--- src/shbh_pkg.sv ---
// ----------------------------------------------------------------------------
// shbh_pkg
// Shared codes, constants and round functions of the SHA-1 byte hasher.
// ----------------------------------------------------------------------------
package shbh_pkg;

    localparam logic [1:0] FUNC_ABSORB  = 2'd0;
    localparam logic [1:0] FUNC_FINISH  = 2'd1;
    localparam logic [1:0] FUNC_RESTART = 2'd2;

    localparam int BUF_WORDS   = 16;
    localparam int CHAIN_WORDS = 5;
    localparam int ROUNDS      = 80;

    localparam logic [7:0] PAD_BYTE = 8'h80;

    typedef struct packed {
        logic load_w;
        logic step;
        logic shift_h;
    } t_rnd_ctl;

    function automatic logic [31:0] init_hash(input logic [2:0] idx);
        logic [31:0] v;
        case (idx)
            3'd0:    v = 32'h67452301;
            3'd1:    v = 32'hEFCDAB89;
            3'd2:    v = 32'h98BADCFE;
            3'd3:    v = 32'h10325476;
            default: v = 32'hC3D2E1F0;
        endcase
        return v;
    endfunction

    function automatic logic [31:0] round_k(input logic [6:0] rnd);
        logic [31:0] v;
        if (rnd < 7'd20)      v = 32'h5A827999;
        else if (rnd < 7'd40) v = 32'h6ED9EBA1;
        else if (rnd < 7'd60) v = 32'h8F1BBCDC;
        else                  v = 32'hCA62C1D6;
        return v;
    endfunction

    function automatic logic [31:0] round_f(input logic [6:0] rnd, input logic [31:0] b,
                                            input logic [31:0] c, input logic [31:0] d);
        logic [31:0] v;
        if (rnd < 7'd20)                     v = (b & c) | (~b & d);
        else if (rnd < 7'd40 || rnd >= 7'd60) v = b ^ c ^ d;
        else                                 v = (b & c) | (b & d) | (c & d);
        return v;
    endfunction

endpackage

--- src/shbh_ram.sv ---
// ----------------------------------------------------------------------------
// shbh_ram
// Simple dual-port RAM, one write port, one registered read port.
// ----------------------------------------------------------------------------
module shbh_ram #(
    parameter int WIDTH = 32,
    parameter int DEPTH = 16,
    localparam int AW   = (DEPTH > 1) ? $clog2(DEPTH) : 1
) (
    input  logic             i_clk,
    input  logic             i_we,
    input  logic [AW-1:0]    i_waddr,
    input  logic [WIDTH-1:0] i_wdata,
    input  logic [AW-1:0]    i_raddr,
    output logic [WIDTH-1:0] o_rdata
);

    logic [WIDTH-1:0] r_mem [DEPTH];
    logic [WIDTH-1:0] r_rdata;

    always_ff @(posedge i_clk) begin
        if (i_we) begin
            r_mem[i_waddr] <= i_wdata;
        end
        r_rdata <= r_mem[i_raddr];
    end

    assign o_rdata = r_rdata;

endmodule

--- src/shbh_round.sv ---
// ----------------------------------------------------------------------------
// shbh_round
// Message schedule window and working variables; one round per cycle while step is set.
// ----------------------------------------------------------------------------
module shbh_round
    import shbh_pkg::*;
(
    input  logic        i_clk,
    input  t_rnd_ctl    i_ctl,
    input  logic [31:0] i_w,
    input  logic [31:0] i_h,
    input  logic [6:0]  i_rnd,
    output logic [31:0] o_a
);

    logic [31:0] r_w [BUF_WORDS];
    logic [31:0] r_a, r_b, r_c, r_d, r_e;
    logic [31:0] w_mix;
    logic [31:0] w_new;
    logic [31:0] t_sum;

    always_comb begin
        w_mix = r_w[13] ^ r_w[8] ^ r_w[2] ^ r_w[0];
        w_new = {w_mix[30:0], w_mix[31]};
        t_sum = {r_a[26:0], r_a[31:27]} + round_f(i_rnd, r_b, r_c, r_d) + r_e + r_w[0]
                + round_k(i_rnd);
    end

    always_ff @(posedge i_clk) begin
        if (i_ctl.load_w || i_ctl.step) begin
            for (int i = 0; i < BUF_WORDS - 1; i++) begin
                r_w[i] <= r_w[i+1];
            end
            r_w[BUF_WORDS-1] <= i_ctl.load_w ? i_w : w_new;
        end
        if (i_ctl.shift_h) begin
            r_a <= r_b;
            r_b <= r_c;
            r_c <= r_d;
            r_d <= r_e;
            r_e <= i_h;
        end else if (i_ctl.step) begin
            r_e <= r_d;
            r_d <= r_c;
            r_c <= {r_b[1:0], r_b[31:2]};
            r_b <= r_a;
            r_a <= t_sum;
        end
    end

    assign o_a = r_a;

endmodule

--- src/sha1_byte_stream_hasher_core.sv ---
// ----------------------------------------------------------------------------
// sha1_byte_stream_hasher_core
// SHA-1 hasher fed one message byte per word, with finish and restart.
// ----------------------------------------------------------------------------
// Operation on tuser: absorb, finish, restart. The byte that fills a 64-byte
// block starts a compression: block-RAM load, 80 rounds, then chain RAM
// read-add-write. Finish feeds the padding one byte per cycle through the
// same path (9 to 72 bytes, one or two compressions) and then reads the
// five digest words from the chain RAM. A repeated finish only reads the
// digest. Chain words need no clearing pass: a valid bit per entry returns
// the initial hash until the entry is written.
module sha1_byte_stream_hasher_core
    import shbh_pkg::*;
(
    input  logic        i_clk,
    input  logic        i_rst_n,
    input  logic        i_s_tvalid,
    output logic        o_s_tready,
    input  logic [7:0]  i_s_tdata,   // data_byte
    input  logic [1:0]  i_s_tuser,   // func
    output logic        o_m_tvalid,
    input  logic        i_m_tready,
    output logic [39:0] o_m_tdata,   // status, digest_word, word_index, zero fill
    output logic        o_m_tlast    // last
);

    localparam logic [2:0] S_IDLE  = 3'd0;
    localparam logic [2:0] S_PAD   = 3'd1;
    localparam logic [2:0] S_LOAD  = 3'd2;
    localparam logic [2:0] S_ROUND = 3'd3;
    localparam logic [2:0] S_WB    = 3'd4;
    localparam logic [2:0] S_DIG   = 3'd5;

    localparam int BAW = $clog2(BUF_WORDS);
    localparam int CAW = $clog2(CHAIN_WORDS);

    logic [2:0]             r_state;
    logic [5:0]             r_fill;
    logic [63:0]            r_bitcnt;
    logic                   r_done;
    logic                   r_err;
    logic [23:0]            r_acc;
    logic [63:0]            r_len;
    logic                   r_pad;
    logic                   r_pad_first;
    logic                   r_len_ph;
    logic [6:0]             r_cnt;
    logic [CHAIN_WORDS-1:0] r_cvld;
    logic                   r_cvld_q;
    logic [CAW-1:0]         r_caddr_q;
    logic [2:0]             r_dig_idx;
    logic                   r_dig_rdy;
    logic                   r_out_valid;
    logic                   r_out_status;
    logic [31:0]            r_out_word;
    logic [2:0]             r_out_idx;
    logic                   r_out_last;

    logic           in_acc;
    logic           absorb_ok;
    logic [63:0]    bitcnt_inc;
    logic           pad_len;
    logic [7:0]     pad_byte;
    logic           byte_we;
    logic [7:0]     byte_val;
    logic           buf_we;
    logic [31:0]    buf_wdata;
    logic [31:0]    buf_rdata;
    logic [CAW-1:0] chain_raddr;
    logic [CAW-1:0] chain_waddr;
    logic           chain_we;
    logic [31:0]    chain_rdata;
    logic [31:0]    chain_val;
    logic [31:0]    chain_wdata;
    logic           vld_sel;
    logic [31:0]    work_a;
    t_rnd_ctl       rnd_ctl;

    assign o_s_tready = (r_state == S_IDLE) && !r_out_valid;
    assign in_acc     = i_s_tvalid && o_s_tready;
    assign absorb_ok  = in_acc && (i_s_tuser == FUNC_ABSORB) && !r_done && !r_err;
    assign bitcnt_inc = r_bitcnt + 64'd8;

    always_comb begin
        pad_len  = !r_pad_first && (r_len_ph || (r_fill == 6'd56));
        pad_byte = r_pad_first ? PAD_BYTE : (pad_len ? r_len[63:56] : 8'h00);
        byte_we  = absorb_ok || (r_state == S_PAD);
        byte_val = (r_state == S_PAD) ? pad_byte : i_s_tdata;
        buf_we    = byte_we && (r_fill[1:0] == 2'b11);
        buf_wdata = {r_acc, byte_val};
    end

    always_comb begin
        unique case (r_state) inside
            S_LOAD, S_WB: chain_raddr = r_cnt[CAW-1:0];
            S_DIG:        chain_raddr = r_dig_idx[CAW-1:0];
            default:      chain_raddr = '0;
        endcase
        vld_sel = 1'b0;
        for (int i = 0; i < CHAIN_WORDS; i++) begin
            if (chain_raddr == CAW'(i)) vld_sel = r_cvld[i];
        end
        chain_val   = r_cvld_q ? chain_rdata : init_hash(3'(r_caddr_q));
        chain_we    = (r_state == S_WB) && (r_cnt != 7'd0);
        chain_waddr = r_cnt[CAW-1:0] - CAW'(1);
        chain_wdata = chain_val + work_a;

        rnd_ctl.load_w  = (r_state == S_LOAD) && (r_cnt != 7'd0);
        rnd_ctl.step    = (r_state == S_ROUND);
        rnd_ctl.shift_h = ((r_state == S_LOAD) && (r_cnt != 7'd0)
                           && (r_cnt <= 7'(CHAIN_WORDS)))
                          || chain_we;
    end

    shbh_ram #(.WIDTH(32), .DEPTH(BUF_WORDS)) u_buf_ram (
        .i_clk   (i_clk),
        .i_we    (buf_we),
        .i_waddr (r_fill[5:2]),
        .i_wdata (buf_wdata),
        .i_raddr (r_cnt[BAW-1:0]),
        .o_rdata (buf_rdata)
    );

    shbh_ram #(.WIDTH(32), .DEPTH(CHAIN_WORDS)) u_chain_ram (
        .i_clk   (i_clk),
        .i_we    (chain_we),
        .i_waddr (chain_waddr),
        .i_wdata (chain_wdata),
        .i_raddr (chain_raddr),
        .o_rdata (chain_rdata)
    );

    shbh_round u_round (
        .i_clk (i_clk),
        .i_ctl (rnd_ctl),
        .i_w   (buf_rdata),
        .i_h   (chain_val),
        .i_rnd (r_cnt),
        .o_a   (work_a)
    );

    always_ff @(posedge i_clk) begin
        r_cvld_q  <= vld_sel;
        r_caddr_q <= chain_raddr;
        if (byte_we) begin
            r_acc <= {r_acc[15:0], byte_val};
        end
        if (in_acc && (i_s_tuser == FUNC_FINISH)) begin
            r_len <= r_bitcnt;
        end else if ((r_state == S_PAD) && pad_len) begin
            r_len <= {r_len[55:0], 8'h00};
        end
    end

    always_ff @(posedge i_clk) begin
        if (!i_rst_n) begin
            r_state     <= S_IDLE;
            r_fill      <= '0;
            r_bitcnt    <= '0;
            r_done      <= 1'b0;
            r_err       <= 1'b0;
            r_pad       <= 1'b0;
            r_pad_first <= 1'b0;
            r_len_ph    <= 1'b0;
            r_cnt       <= '0;
            r_cvld      <= '0;
            r_dig_idx   <= '0;
            r_dig_rdy   <= 1'b0;
            r_out_valid <= 1'b0;
        end else begin
            if (o_m_tvalid && i_m_tready) begin
                r_out_valid <= 1'b0;
            end
            if (byte_we) begin
                r_fill <= r_fill + 6'd1;
            end
            for (int i = 0; i < CHAIN_WORDS; i++) begin
                if (chain_we && (chain_waddr == CAW'(i))) r_cvld[i] <= 1'b1;
            end
            unique case (r_state)
                S_IDLE: begin
                    if (in_acc) begin
                        r_out_word <= '0;
                        r_out_idx  <= '0;
                        r_out_last <= 1'b1;
                        unique case (i_s_tuser)
                            FUNC_ABSORB: begin
                                r_out_valid  <= 1'b1;
                                r_out_status <= r_done || r_err;
                                if (r_done) begin
                                    r_err <= 1'b1;
                                end else if (!r_err) begin
                                    r_bitcnt <= bitcnt_inc;
                                    if (bitcnt_inc == 64'd0) r_err <= 1'b1;
                                    if (r_fill == 6'd63) begin
                                        r_state <= S_LOAD;
                                        r_cnt   <= '0;
                                    end
                                end
                            end
                            FUNC_FINISH: begin
                                if (r_err) begin
                                    r_out_valid  <= 1'b1;
                                    r_out_status <= 1'b1;
                                end else if (r_done) begin
                                    r_state   <= S_DIG;
                                    r_dig_idx <= '0;
                                    r_dig_rdy <= 1'b0;
                                end else begin
                                    r_pad       <= 1'b1;
                                    r_pad_first <= 1'b1;
                                    r_len_ph    <= 1'b0;
                                    r_state     <= S_PAD;
                                end
                            end
                            FUNC_RESTART: begin
                                r_out_valid  <= 1'b1;
                                r_out_status <= 1'b0;
                                r_fill       <= '0;
                                r_bitcnt     <= '0;
                                r_done       <= 1'b0;
                                r_err        <= 1'b0;
                                r_cvld       <= '0;
                            end
                            default: begin
                            end
                        endcase
                    end
                end
                S_PAD: begin
                    r_pad_first <= 1'b0;
                    if (pad_len) r_len_ph <= 1'b1;
                    if (r_fill == 6'd63) begin
                        r_state <= S_LOAD;
                        r_cnt   <= '0;
                    end
                end
                S_LOAD: begin
                    if (r_cnt == 7'(BUF_WORDS)) begin
                        r_state <= S_ROUND;
                        r_cnt   <= '0;
                    end else begin
                        r_cnt <= r_cnt + 7'd1;
                    end
                end
                S_ROUND: begin
                    if (r_cnt == 7'(ROUNDS - 1)) begin
                        r_state <= S_WB;
                        r_cnt   <= '0;
                    end else begin
                        r_cnt <= r_cnt + 7'd1;
                    end
                end
                S_WB: begin
                    if (r_cnt == 7'(CHAIN_WORDS)) begin
                        r_cnt <= '0;
                        if (!r_pad) begin
                            r_state <= S_IDLE;
                        end else if (r_len_ph) begin
                            r_pad     <= 1'b0;
                            r_done    <= 1'b1;
                            r_bitcnt  <= '0;
                            r_state   <= S_DIG;
                            r_dig_idx <= '0;
                            r_dig_rdy <= 1'b0;
                        end else begin
                            r_state <= S_PAD;
                        end
                    end else begin
                        r_cnt <= r_cnt + 7'd1;
                    end
                end
                S_DIG: begin
                    if (r_dig_rdy && !r_out_valid) begin
                        r_out_valid  <= 1'b1;
                        r_out_status <= 1'b0;
                        r_out_word   <= chain_val;
                        r_out_idx    <= r_dig_idx;
                        r_out_last   <= (r_dig_idx == 3'(CHAIN_WORDS - 1));
                        r_dig_rdy    <= 1'b0;
                        if (r_dig_idx == 3'(CHAIN_WORDS - 1)) begin
                            r_state <= S_IDLE;
                        end else begin
                            r_dig_idx <= r_dig_idx + 3'd1;
                        end
                    end else begin
                        r_dig_rdy <= 1'b1;
                    end
                end
                default: begin
                    r_state <= S_IDLE;
                end
            endcase
        end
    end

    assign o_m_tvalid = r_out_valid;
    assign o_m_tdata  = {4'b0000, r_out_idx, r_out_word, r_out_status};
    assign o_m_tlast  = r_out_last;

endmodule
--- config.mk ---
export PLATFORM = sky130hd
export DESIGN_NAME = sha1_byte_stream_hasher_core
export DESIGN_NICKNAME = d
export VERILOG_FILES = /design/src/shbh_pkg.sv /design/src/shbh_ram.sv /design/src/shbh_round.sv /design/src/sha1_byte_stream_hasher_core.sv
export SDC_FILE = /design/constraint.sdc
export NUM_CORES = 2
export LEC_CHECK = 0
export BUFFER_PORTS_ARGS = -buffer_cell sky130_fd_sc_hd__buf_2
export CORE_UTILIZATION = 45
export CTS_BUF_LIST = sky130_fd_sc_hd__clkbuf_4
export DETAILED_ROUTE_END_ITERATION = 8
export PLACE_DENSITY = 0.6
export SETUP_SLACK_MARGIN = 0.3
export SYNTH_ARGS = -nofsm -noshare
export SYNTH_HDL_FRONTEND = slang
export SYNTH_SLANG_ARGS = --single-unit
export TNS_END_PERCENT = 5
--- constraint.sdc ---
create_clock -name i_clk -period 18.4 [get_ports i_clk]
set_clock_uncertainty 0.15 [all_clocks]
set_input_delay 3.68 -clock i_clk [delete_from_list [all_inputs] [get_ports i_clk]]
set_output_delay 3.68 -clock i_clk [all_outputs]
set_load 0.01 [all_outputs]
* Word-level counts from Yosys, hierarchy flattened
Memory sizes are Yosys's and may differ from the RTL's. A register that Yosys moved wholly into a read port is not among the register bits.
Cells that the tools add are included.
** Cells by class
- Reduce and logical (&&, ||, !) cells :: 58
- Equal/unequal tests :: 48
- Mux-type cells :: 143
- Order comparisons :: 5
- Add/sub/neg operators :: 10
- Bitwise logic cells :: 13
** Operators with widths (number)
- 2-to-1 mux 32 bit :: 18
- 2-to-1 mux 64 bit :: 8
- one-hot mux 64 bit (2 select lines) :: 2
- adder 32 bit :: 5
- bitwise XOR 32 bit :: 5
- AND 32 bit :: 4
- one-hot mux 32 bit (4 select lines) :: 1
- OR 32 bit :: 3
- 2-to-1 mux 3 bit :: 24
- adder 64 x 4 -> 64 bit (second input constant) :: 1
- zero test 64 bit :: 1
- one-hot mux 32 bit (2 select lines) :: 1
- 2-to-1 mux 7 bit :: 8
- 2-to-1 mux 1 bit :: 53
- one-hot mux 7 bit (5 select lines) :: 1
- inverter 32 bit :: 1
- 2-to-1 mux 31 bit :: 1
- equality test 3 x 2 -> 1 bit (second input constant) :: 8
- 2-to-1 mux 6 bit :: 4
- 2-to-1 mux 8 bit :: 3
- AND reduction 6 bit :: 4
- AND reduction 10 bit :: 2
- logical AND 1 bit :: 19
- != test 2 bit (second input constant) :: 9
- 39 further kinds :: 91
** Storage, ports and cells
- RAM bits :: 1184
- Output and inout bits :: 43
- Flip-flop bits (word level) :: 384
- Memories :: 3
- Logic and storage cells :: 306
** Memories
- u_buf_ram.r_mem :: words 16, width 32, rd ports 1, clocked after Yosys merged registers in 1, wr ports 1, RTL line shbh_ram.sv:18 : logic [WIDTH-1:0] r_mem [DEPTH];
- u_round.r_w :: words 16, width 32, rd ports 16, clocked after Yosys merged registers in 0, wr ports 16, RTL line shbh_round.sv:16 : logic [31:0] r_w [BUF_WORDS];
- u_chain_ram.r_mem :: words 5, width 32, rd ports 1, clocked after Yosys merged registers in 1, wr ports 1, RTL line shbh_ram.sv:18

* Longest topological paths before layout
- Word-level depth :: 11
- Mapped depth :: 26
- Mapped depth without buffers :: 23

* Modules after synthesis
A second synthesis with hierarchy kept.
** Unflattened totals
- Cells, all modules :: 4412
- Area total of the unflattened synthesis :: 68087.8 um^2
** Modules (own cells, without submodules)
- shbh_round :: sequential area each 20179.4 um^2, instances 1, area each 28496.1 um^2, cells an instance 1691
- shbh_ram (u_buf_ram) :: sequential area each 16015.4 um^2, instances 1, area each 19835.3 um^2, cells an instance 838
- sha1_byte_stream_hasher_core :: sequential area each 5585.4 um^2, instances 1, area each 12846.1 um^2, cells an instance 1502
- shbh_ram (u_chain_ram) :: sequential area each 5445.2 um^2, instances 1, area each 6910.4 um^2, cells an instance 381

* Worst setup path after synthesis
No wires, ideal clock.
- Path type :: reg-to-reg
- From :: register r_cnt[1]
- To :: memory u_round.r_w[0][0] (enable)
- Setup slack :: 4175 ps
- Data arrival time :: 10394 ps
- Setup time :: 3680 ps
- Path buffers :: 5
- Cell stages (with the launch flop) :: 11
- Path through :: dfxtp_1 -> clkbuf_1 -> clkbuf_1 -> clkbuf_1 -> inv_1 -> ha_1 -> nor2b_1 -> a21o_1 -> clkbuf_1 -> buf_1 -> nand2_1
** RTL lines
- start, declared :: RTL line sha1_byte_stream_hasher_core.sv:47 : logic [6:0] r_cnt;
- start signal, assigned :: RTL line sha1_byte_stream_hasher_core.sv:243 : r_cnt <= r_cnt + 7'd1;
- start signal, assigned :: RTL line sha1_byte_stream_hasher_core.sv:251 : r_cnt <= r_cnt + 7'd1;
- start signal, assigned :: RTL line sha1_byte_stream_hasher_core.sv:270 : r_cnt <= r_cnt + 7'd1;
- end, declared :: RTL line shbh_round.sv:16

* Worst setup path in the final report
- From :: register r_cnt[3]
- To :: register u_round.r_a[28], in the netlist u_round.o_a[28] (data pin)
** Between the ends
- Longest elaborated chain between the ends :: 10
- Elaborated cells between the ends (all ways) :: 22
- Those cells by class :: add/sub: 4; order compare: 5; mux: 7; reduce/logical: 6
** RTL lines
- < comparator 7 x 6 -> 1 bit or >= comparator 7 x 6 -> 1 bit (tied branches) :: RTL line shbh_pkg.sv:38, shbh_pkg.sv:48
- logical OR 1 bit :: RTL line shbh_pkg.sv:48 : else if (rnd < 7'd40 || rnd >= 7'd60) v = b ^ c ^ d;
- 2-to-1 mux 32 bit :: RTL line shbh_pkg.sv:48
- 2-to-1 mux 32 bit :: RTL line shbh_pkg.sv:47 : if (rnd < 7'd20) v = (b & c) | (~b & d);
- adder 32 bit (3 in a row) :: RTL line shbh_round.sv:25 : t_sum = {r_a[26:0], r_a[31:27]} + round_f(i_rnd, r_b, r_c, r_d) + r_e + r_w[0]
- adder 32 bit :: RTL line shbh_round.sv:26 : + round_k(i_rnd);
- 2-to-1 mux 32 bit :: RTL line shbh_round.sv:42 : end else if (i_ctl.step) begin
- 2-to-1 mux 32 bit (*) :: RTL line shbh_round.sv:36 : if (i_ctl.shift_h) begin
- end signal, assigned :: RTL line shbh_round.sv:37 : r_a <= r_b;
- end signal, assigned :: RTL line shbh_round.sv:47 : r_a <= t_sum;
- end, declared :: RTL line shbh_round.sv:17 : logic [31:0] r_a, r_b, r_c, r_d, r_e;
Every way passes the cells marked *; elsewhere a longest branch is shown, timed or not. The select of a mux whose other input is x is not followed.
A chain may end at the register's enable or synchronous reset.

==> run_results.csv <==
group,metric,value,unit
run_status,run_status,"finished clean",
cts,cts.reportedPaths.clkPinSlew,0.08,ns
die,top_level_ports,57,
pwr,cellPowerDensity,113.1,mW/mm^2
yosys,yosys.cell_types.count,87,
cells_and_area,post_layout_nonfiller_instances,7350,
cts,clock_path_buffers,4,
timing,grt_setup_unrepaired,"no",
pwr,leakagePower,27.71,nW
cells_and_area,fill_cells,12900,
pwr,ir_drop,0.1079,mV
cts,cts-root-buf,"sky130_fd_sc_hd__clkbuf_4",
worst_setup_path,crit_path_start,"r_cnt[3]$_SDFFE_PN0P_",
die,dieHeight,391.4,um
cts,post_cts_buffers,0,
place,gpl.final_weighted_congestion,0.8586,
drt,wl_per_cell,20.18,um
worst_hold_path,timing.hold.worst.class,"flop to flop",
timing,finalSetupViolations,0,
cts,cts_resized,0,
cts,tritoncts_clock_tree,"built",
worst_setup_path,worstPathMaxFanout,40,
timing,setup_tns,0,ns
global_route,globalRoute.totalOverflow,0,
cells_and_area,syn2layout_area_growth,11.36,%
cts,clock_tree.htree_level_count,5,
cts,number_of_cts_inserted_buffers,416,
worst_setup_path,worstSetupEndpoint,"u_round.o_a[28]$_DFFE_PP_",
timing,max_freq,0.1310,GHz
worst_setup_path,startpoint_type,"flop",
yosys,synth_enable_flop_cells,1466,
yosys,async_flop_share,0,%
timing,final_period_minus_worst_setup_slack,7.636,ns
global_route,first_pass_grt_wire_length,226.0,mm
drt,routed-via-count,38500,
worst_setup_path,worst-r2r-setup-slack,10.76,ns
timing,timing.max_slew.rel_slack,22.93,%
drt,detailedRoute.firstPassIterationCount,7,
worst_setup_path,cp.buffers_inverters,6,
worst_setup_path,worstSetupEndpointType,"flop",
place,dp.final_hpwl,92.38,mm
pwr,totalPowerFinal,8.595,mW
worst_setup_path,worst_r2r_path_depth,22,
yosys,synth.avg_cell_area,14.49,sq um
die,die-width,391.4,um
worst_setup_path,cp.arrival,8.45,ns
cells_and_area,multi_input_area,0.01934,sq mm
yosys,synth_sequential_area_ratio,69.21,%
yosys,yosys_most_used_dff,"sky130_fd_sc_hd__edfxtp_1",
timing,worstMarginPinSlew,1.153,ns
worst_setup_path,timing.critical_path.slowest_stage_cell,"sky130_fd_sc_hd__inv_1",
place,port-buffer-count,52,
drt,avg_vias_per_cell,5.238,
global_route,groute.usage.overall,19.54,%
drt,postRouteWirelength,148.3,mm
drt,drt_first_iter_violations,2766,
job,drv.max_cap_violation_count,0,
yosys,yosysWarningCount,0,
worst_setup_path,crit_top_cell,"sky130_fd_sc_hd__inv_1",
drt,final_routed_drc_violation_total,0,
cts,cts.hold.buffers_added,0,
timing,fin_hold_ws,0.2219,ns
timing,final.setup.worst_slack,10.76,ns
cts,cts_sinks,1626,
worst_setup_path,timing.critical_path.cells,"buf_4, o21ai_0, and2_1, inv_1, buf_4, nand2_1, fa_1, inv_1, fa_1, inv_1, fa_1, inv_1, ha_1, o21ai_0, nand2b_1, a32oi_1, o21ai_1, a221oi_2, o31ai_1, o21a_1, or3_1, a31o_1",
cells_and_area,finish.net_count,5239,
cts,clk_latency,1.32,ns
cells_and_area,layout-drive-gt1-share,18.23,%
yosys,postSynthRegisterBits,1626,
die,start_util,45.45,%
yosys,synth.cell_area,0.06824,sq mm
place,dpl_cell_area,0.07081,sq mm
timing,ratio_of_final_minimum_period_to_clock_period,41.50,%
worst_setup_path,crit_required,19.22,ns
worst_setup_path,cpPeakStageDelay,0.62,ns
timing,hold_violations,0,
cells_and_area,stdcell_area,0.07598,sq mm
worst_setup_path,number_of_cells_on_the_critical_path,22,
worst_setup_path,path_delay_family,"adder cells",
die,design.die.area,0.1532,sq mm
place,dpl_worst_slack,10.78,ns
global_route,grt_start_max_net_pins,172,
global_route,grt_antenna_before_repair,9,
timing,finalMaxSlewViolations,0,
cells_and_area,layout.core_utilization,50.61,%
cells_and_area,sequential_cell_area,0.04724,sq mm
die,core-area,0.1501,sq mm
drt,antenna_violating_nets_left,0,
worst_setup_path,r2r-start,"r_cnt[3]$_SDFFE_PN0P_",
place,dp.cells,6617,
die,rows,142,
worst_setup_path,criticalPathCategory,"flop to flop",
yosys,synthesis.instances,4708,
worst_setup_path,r2r_path_end,"u_round.o_a[28]$_DFFE_PP_",
global_route,first_global_vias,38040,
==> per-layer routing <==
metal | GRT usage [%] | share of wire, %
met1 | 27.51 | 45
met2 | 29.80 | 47
met3 | 3.971 | 5.6
met4 | 7.772 | 2.8
met5 | 0 | 0
==> cells in the mapped netlist (16+ instances only) <==
master / number / area share (%)
sky130_fd_sc_hd__a21o_1: 27 / 0.30
sky130_fd_sc_hd__a21oi_1: 156 / 1.1
sky130_fd_sc_hd__and2_1: 59 / 0.54
sky130_fd_sc_hd__and3_1: 31 / 0.28
sky130_fd_sc_hd__buf_1: 24 / 0.13
sky130_fd_sc_hd__buf_2: 29 / 0.21
sky130_fd_sc_hd__clkbuf_1: 157 / 0.86
sky130_fd_sc_hd__dfxtp_1: 160 / 4.7
sky130_fd_sc_hd__edfxtp_1: 1466 / 65
sky130_fd_sc_hd__fa_1: 121 / 3.5
sky130_fd_sc_hd__ha_1: 85 / 1.6
sky130_fd_sc_hd__inv_1: 266 / 1.5
sky130_fd_sc_hd__mux2i_1: 35 / 0.51
sky130_fd_sc_hd__mux4_2: 160 / 5.3
sky130_fd_sc_hd__nand2_1: 700 / 3.9
sky130_fd_sc_hd__nand2b_1: 16 / 0.15
sky130_fd_sc_hd__nand3_1: 84 / 0.62
sky130_fd_sc_hd__nand4_1: 28 / 0.26
sky130_fd_sc_hd__nor2_1: 257 / 1.4
sky130_fd_sc_hd__nor2b_1: 32 / 0.29
sky130_fd_sc_hd__nor3_1: 55 / 0.40
sky130_fd_sc_hd__o21a_1: 29 / 0.32
sky130_fd_sc_hd__o21ai_0: 278 / 2.0
sky130_fd_sc_hd__or3_1: 16 / 0.15
sky130_fd_sc_hd__xnor2_1: 160 / 2.1
sky130_fd_sc_hd__xor2_1: 39 / 0.50
==> sequential cells by signal (all words and copies together) (netlist names), 24 cells and up <==
name                 cells
r_acc                   24
r_bitcnt                61
r_len                   61
r_out_word              32
u_buf_ram.o_rdata       32
u_buf_ram.r_mem        512
u_chain_ram.o_rdata     32
u_chain_ram.r_mem      160
u_round.o_a             32
u_round.r_b             32
u_round.r_c             32
u_round.r_d             32
u_round.r_e             32
u_round.r_w            512
==> logic make-up (layout without fill, tap and decap cells) <==
kind of cell             after synthesis  count (layout)  synth area share [%]
AND/OR/NAND/NOR                     1346            1346                 8.835
XOR/XNOR                             199             199                 2.554
multiplexers                         197             197                 5.833
buffers and inverters                484            1098                 2.756
flip-flops                          1626            1626                 69.21
adder cells (fa/ha/maj)              206             206                 5.109
other                                  1              13              0.005496
AO/OA/AOI/OAI                        649             649                 5.699
==> layout by cell type, fill, tap and decap left out, types with 9 or more instances in the layout <==
cell type and count:
sky130_fd_sc_hd__nor2_1 245, sky130_fd_sc_hd__nor3_2 10, sky130_fd_sc_hd__mux2i_1 35, sky130_fd_sc_hd__mux4_2 160, sky130_fd_sc_hd__a221oi_1 13, sky130_fd_sc_hd__a21boi_0 11, sky130_fd_sc_hd__o21bai_1 10, sky130_fd_sc_hd__a31oi_1 15
sky130_fd_sc_hd__nand4_1 28, sky130_fd_sc_hd__fa_1 121, sky130_fd_sc_hd__nand2_1 698, sky130_fd_sc_hd__xor2_1 39, sky130_fd_sc_hd__o21ai_0 277, sky130_fd_sc_hd__dfxtp_1 156, sky130_fd_sc_hd__and2_1 59, sky130_fd_sc_hd__nor2_4 14
sky130_fd_sc_hd__o31ai_1 14, sky130_fd_sc_hd__a21o_1 25, sky130_fd_sc_hd__o21a_1 29, sky130_fd_sc_hd__nand2b_1 15, sky130_fd_sc_hd__nor3_1 47, sky130_fd_sc_hd__and3_1 30, sky130_fd_sc_hd__nand3_1 83, sky130_fd_sc_hd__ha_1 85
sky130_fd_sc_hd__nor2b_1 32, sky130_fd_sc_hd__buf_4 54, sky130_fd_sc_hd__clkinv_2 17, sky130_fd_sc_hd__clkbuf_4 604, sky130_fd_sc_hd__diode_2 9, sky130_fd_sc_hd__and4_1 13, sky130_fd_sc_hd__nor4_1 15, sky130_fd_sc_hd__inv_1 265
sky130_fd_sc_hd__or3_1 16, sky130_fd_sc_hd__a221o_1 11, sky130_fd_sc_hd__xnor2_1 160, sky130_fd_sc_hd__a211oi_1 12, sky130_fd_sc_hd__edfxtp_1 1466, sky130_fd_sc_hd__buf_2 52, sky130_fd_sc_hd__clkinv_1 90, sky130_fd_sc_hd__a21oi_1 154
==> power by group <==
part | total (mW) | internal (mW) | switching, mW
Sequential | 4.42 | 4.26 | 0.159
Clock | 2.99 | 1.57 | 1.42
Combinational | 1.18 | 0.461 | 0.719
Total | 8.60 | 6.30 | 2.30
==> worst register-to-register path: stages (launching register included) <==
cell and delay, ns:
sky130_fd_sc_hd__dfxtp_2 0.31, sky130_fd_sc_hd__buf_4 0.52, sky130_fd_sc_hd__o21ai_0 0.14, sky130_fd_sc_hd__and2_1 0.32, sky130_fd_sc_hd__inv_1 0.62, sky130_fd_sc_hd__buf_4 0.38, sky130_fd_sc_hd__nand2_1 0.35, sky130_fd_sc_hd__fa_1 0.62
sky130_fd_sc_hd__inv_1 0.07, sky130_fd_sc_hd__fa_1 0.55, sky130_fd_sc_hd__inv_1 0.06, sky130_fd_sc_hd__fa_1 0.52, sky130_fd_sc_hd__inv_1 0.05, sky130_fd_sc_hd__ha_1 0.35, sky130_fd_sc_hd__o21ai_0 0.20, sky130_fd_sc_hd__nand2b_1 0.12
sky130_fd_sc_hd__a32oi_1 0.32, sky130_fd_sc_hd__o21ai_1 0.22, sky130_fd_sc_hd__a221oi_2 0.47, sky130_fd_sc_hd__o31ai_1 0.21, sky130_fd_sc_hd__o21a_1 0.22, sky130_fd_sc_hd__or3_1 0.31, sky130_fd_sc_hd__a31o_1 0.22
==> worst min-delay path by stage <==
stage          depth (start not counted)  slack (ns)                      endpoint                         start
2_1_floorplan                          0        0.25   u_round.r_w[0][0]$_DFFE_PP_   u_round.r_w[1][0]$_DFFE_PP_
3_3_place_gp                           0        0.25  u_round.r_w[5][26]$_DFFE_PP_  u_round.r_w[6][26]$_DFFE_PP_
3_5_place_dp                           0        0.25  u_round.r_w[0][17]$_DFFE_PP_  u_round.r_w[1][17]$_DFFE_PP_
4_1_cts                                0        0.20   u_round.r_w[9][1]$_DFFE_PP_  u_round.r_w[10][1]$_DFFE_PP_
5_1_grt                                0        0.22   u_round.r_w[9][1]$_DFFE_PP_  u_round.r_w[10][1]$_DFFE_PP_
6_report                               0        0.22   u_round.r_w[9][1]$_DFFE_PP_  u_round.r_w[10][1]$_DFFE_PP_
==> final cells by class <==
cell class	count	area share, %
multi-input cells	2601	25.46
clock buffers	604	5.967
diodes	9	0.02964
inverters	266	1.314
flip-flops and latches	1626	62.17
clock inverters	120	0.8151
well taps	2016	3.320
repair buffers	108	0.9287
No activity file was read; power rests on OpenSTA's default activity.
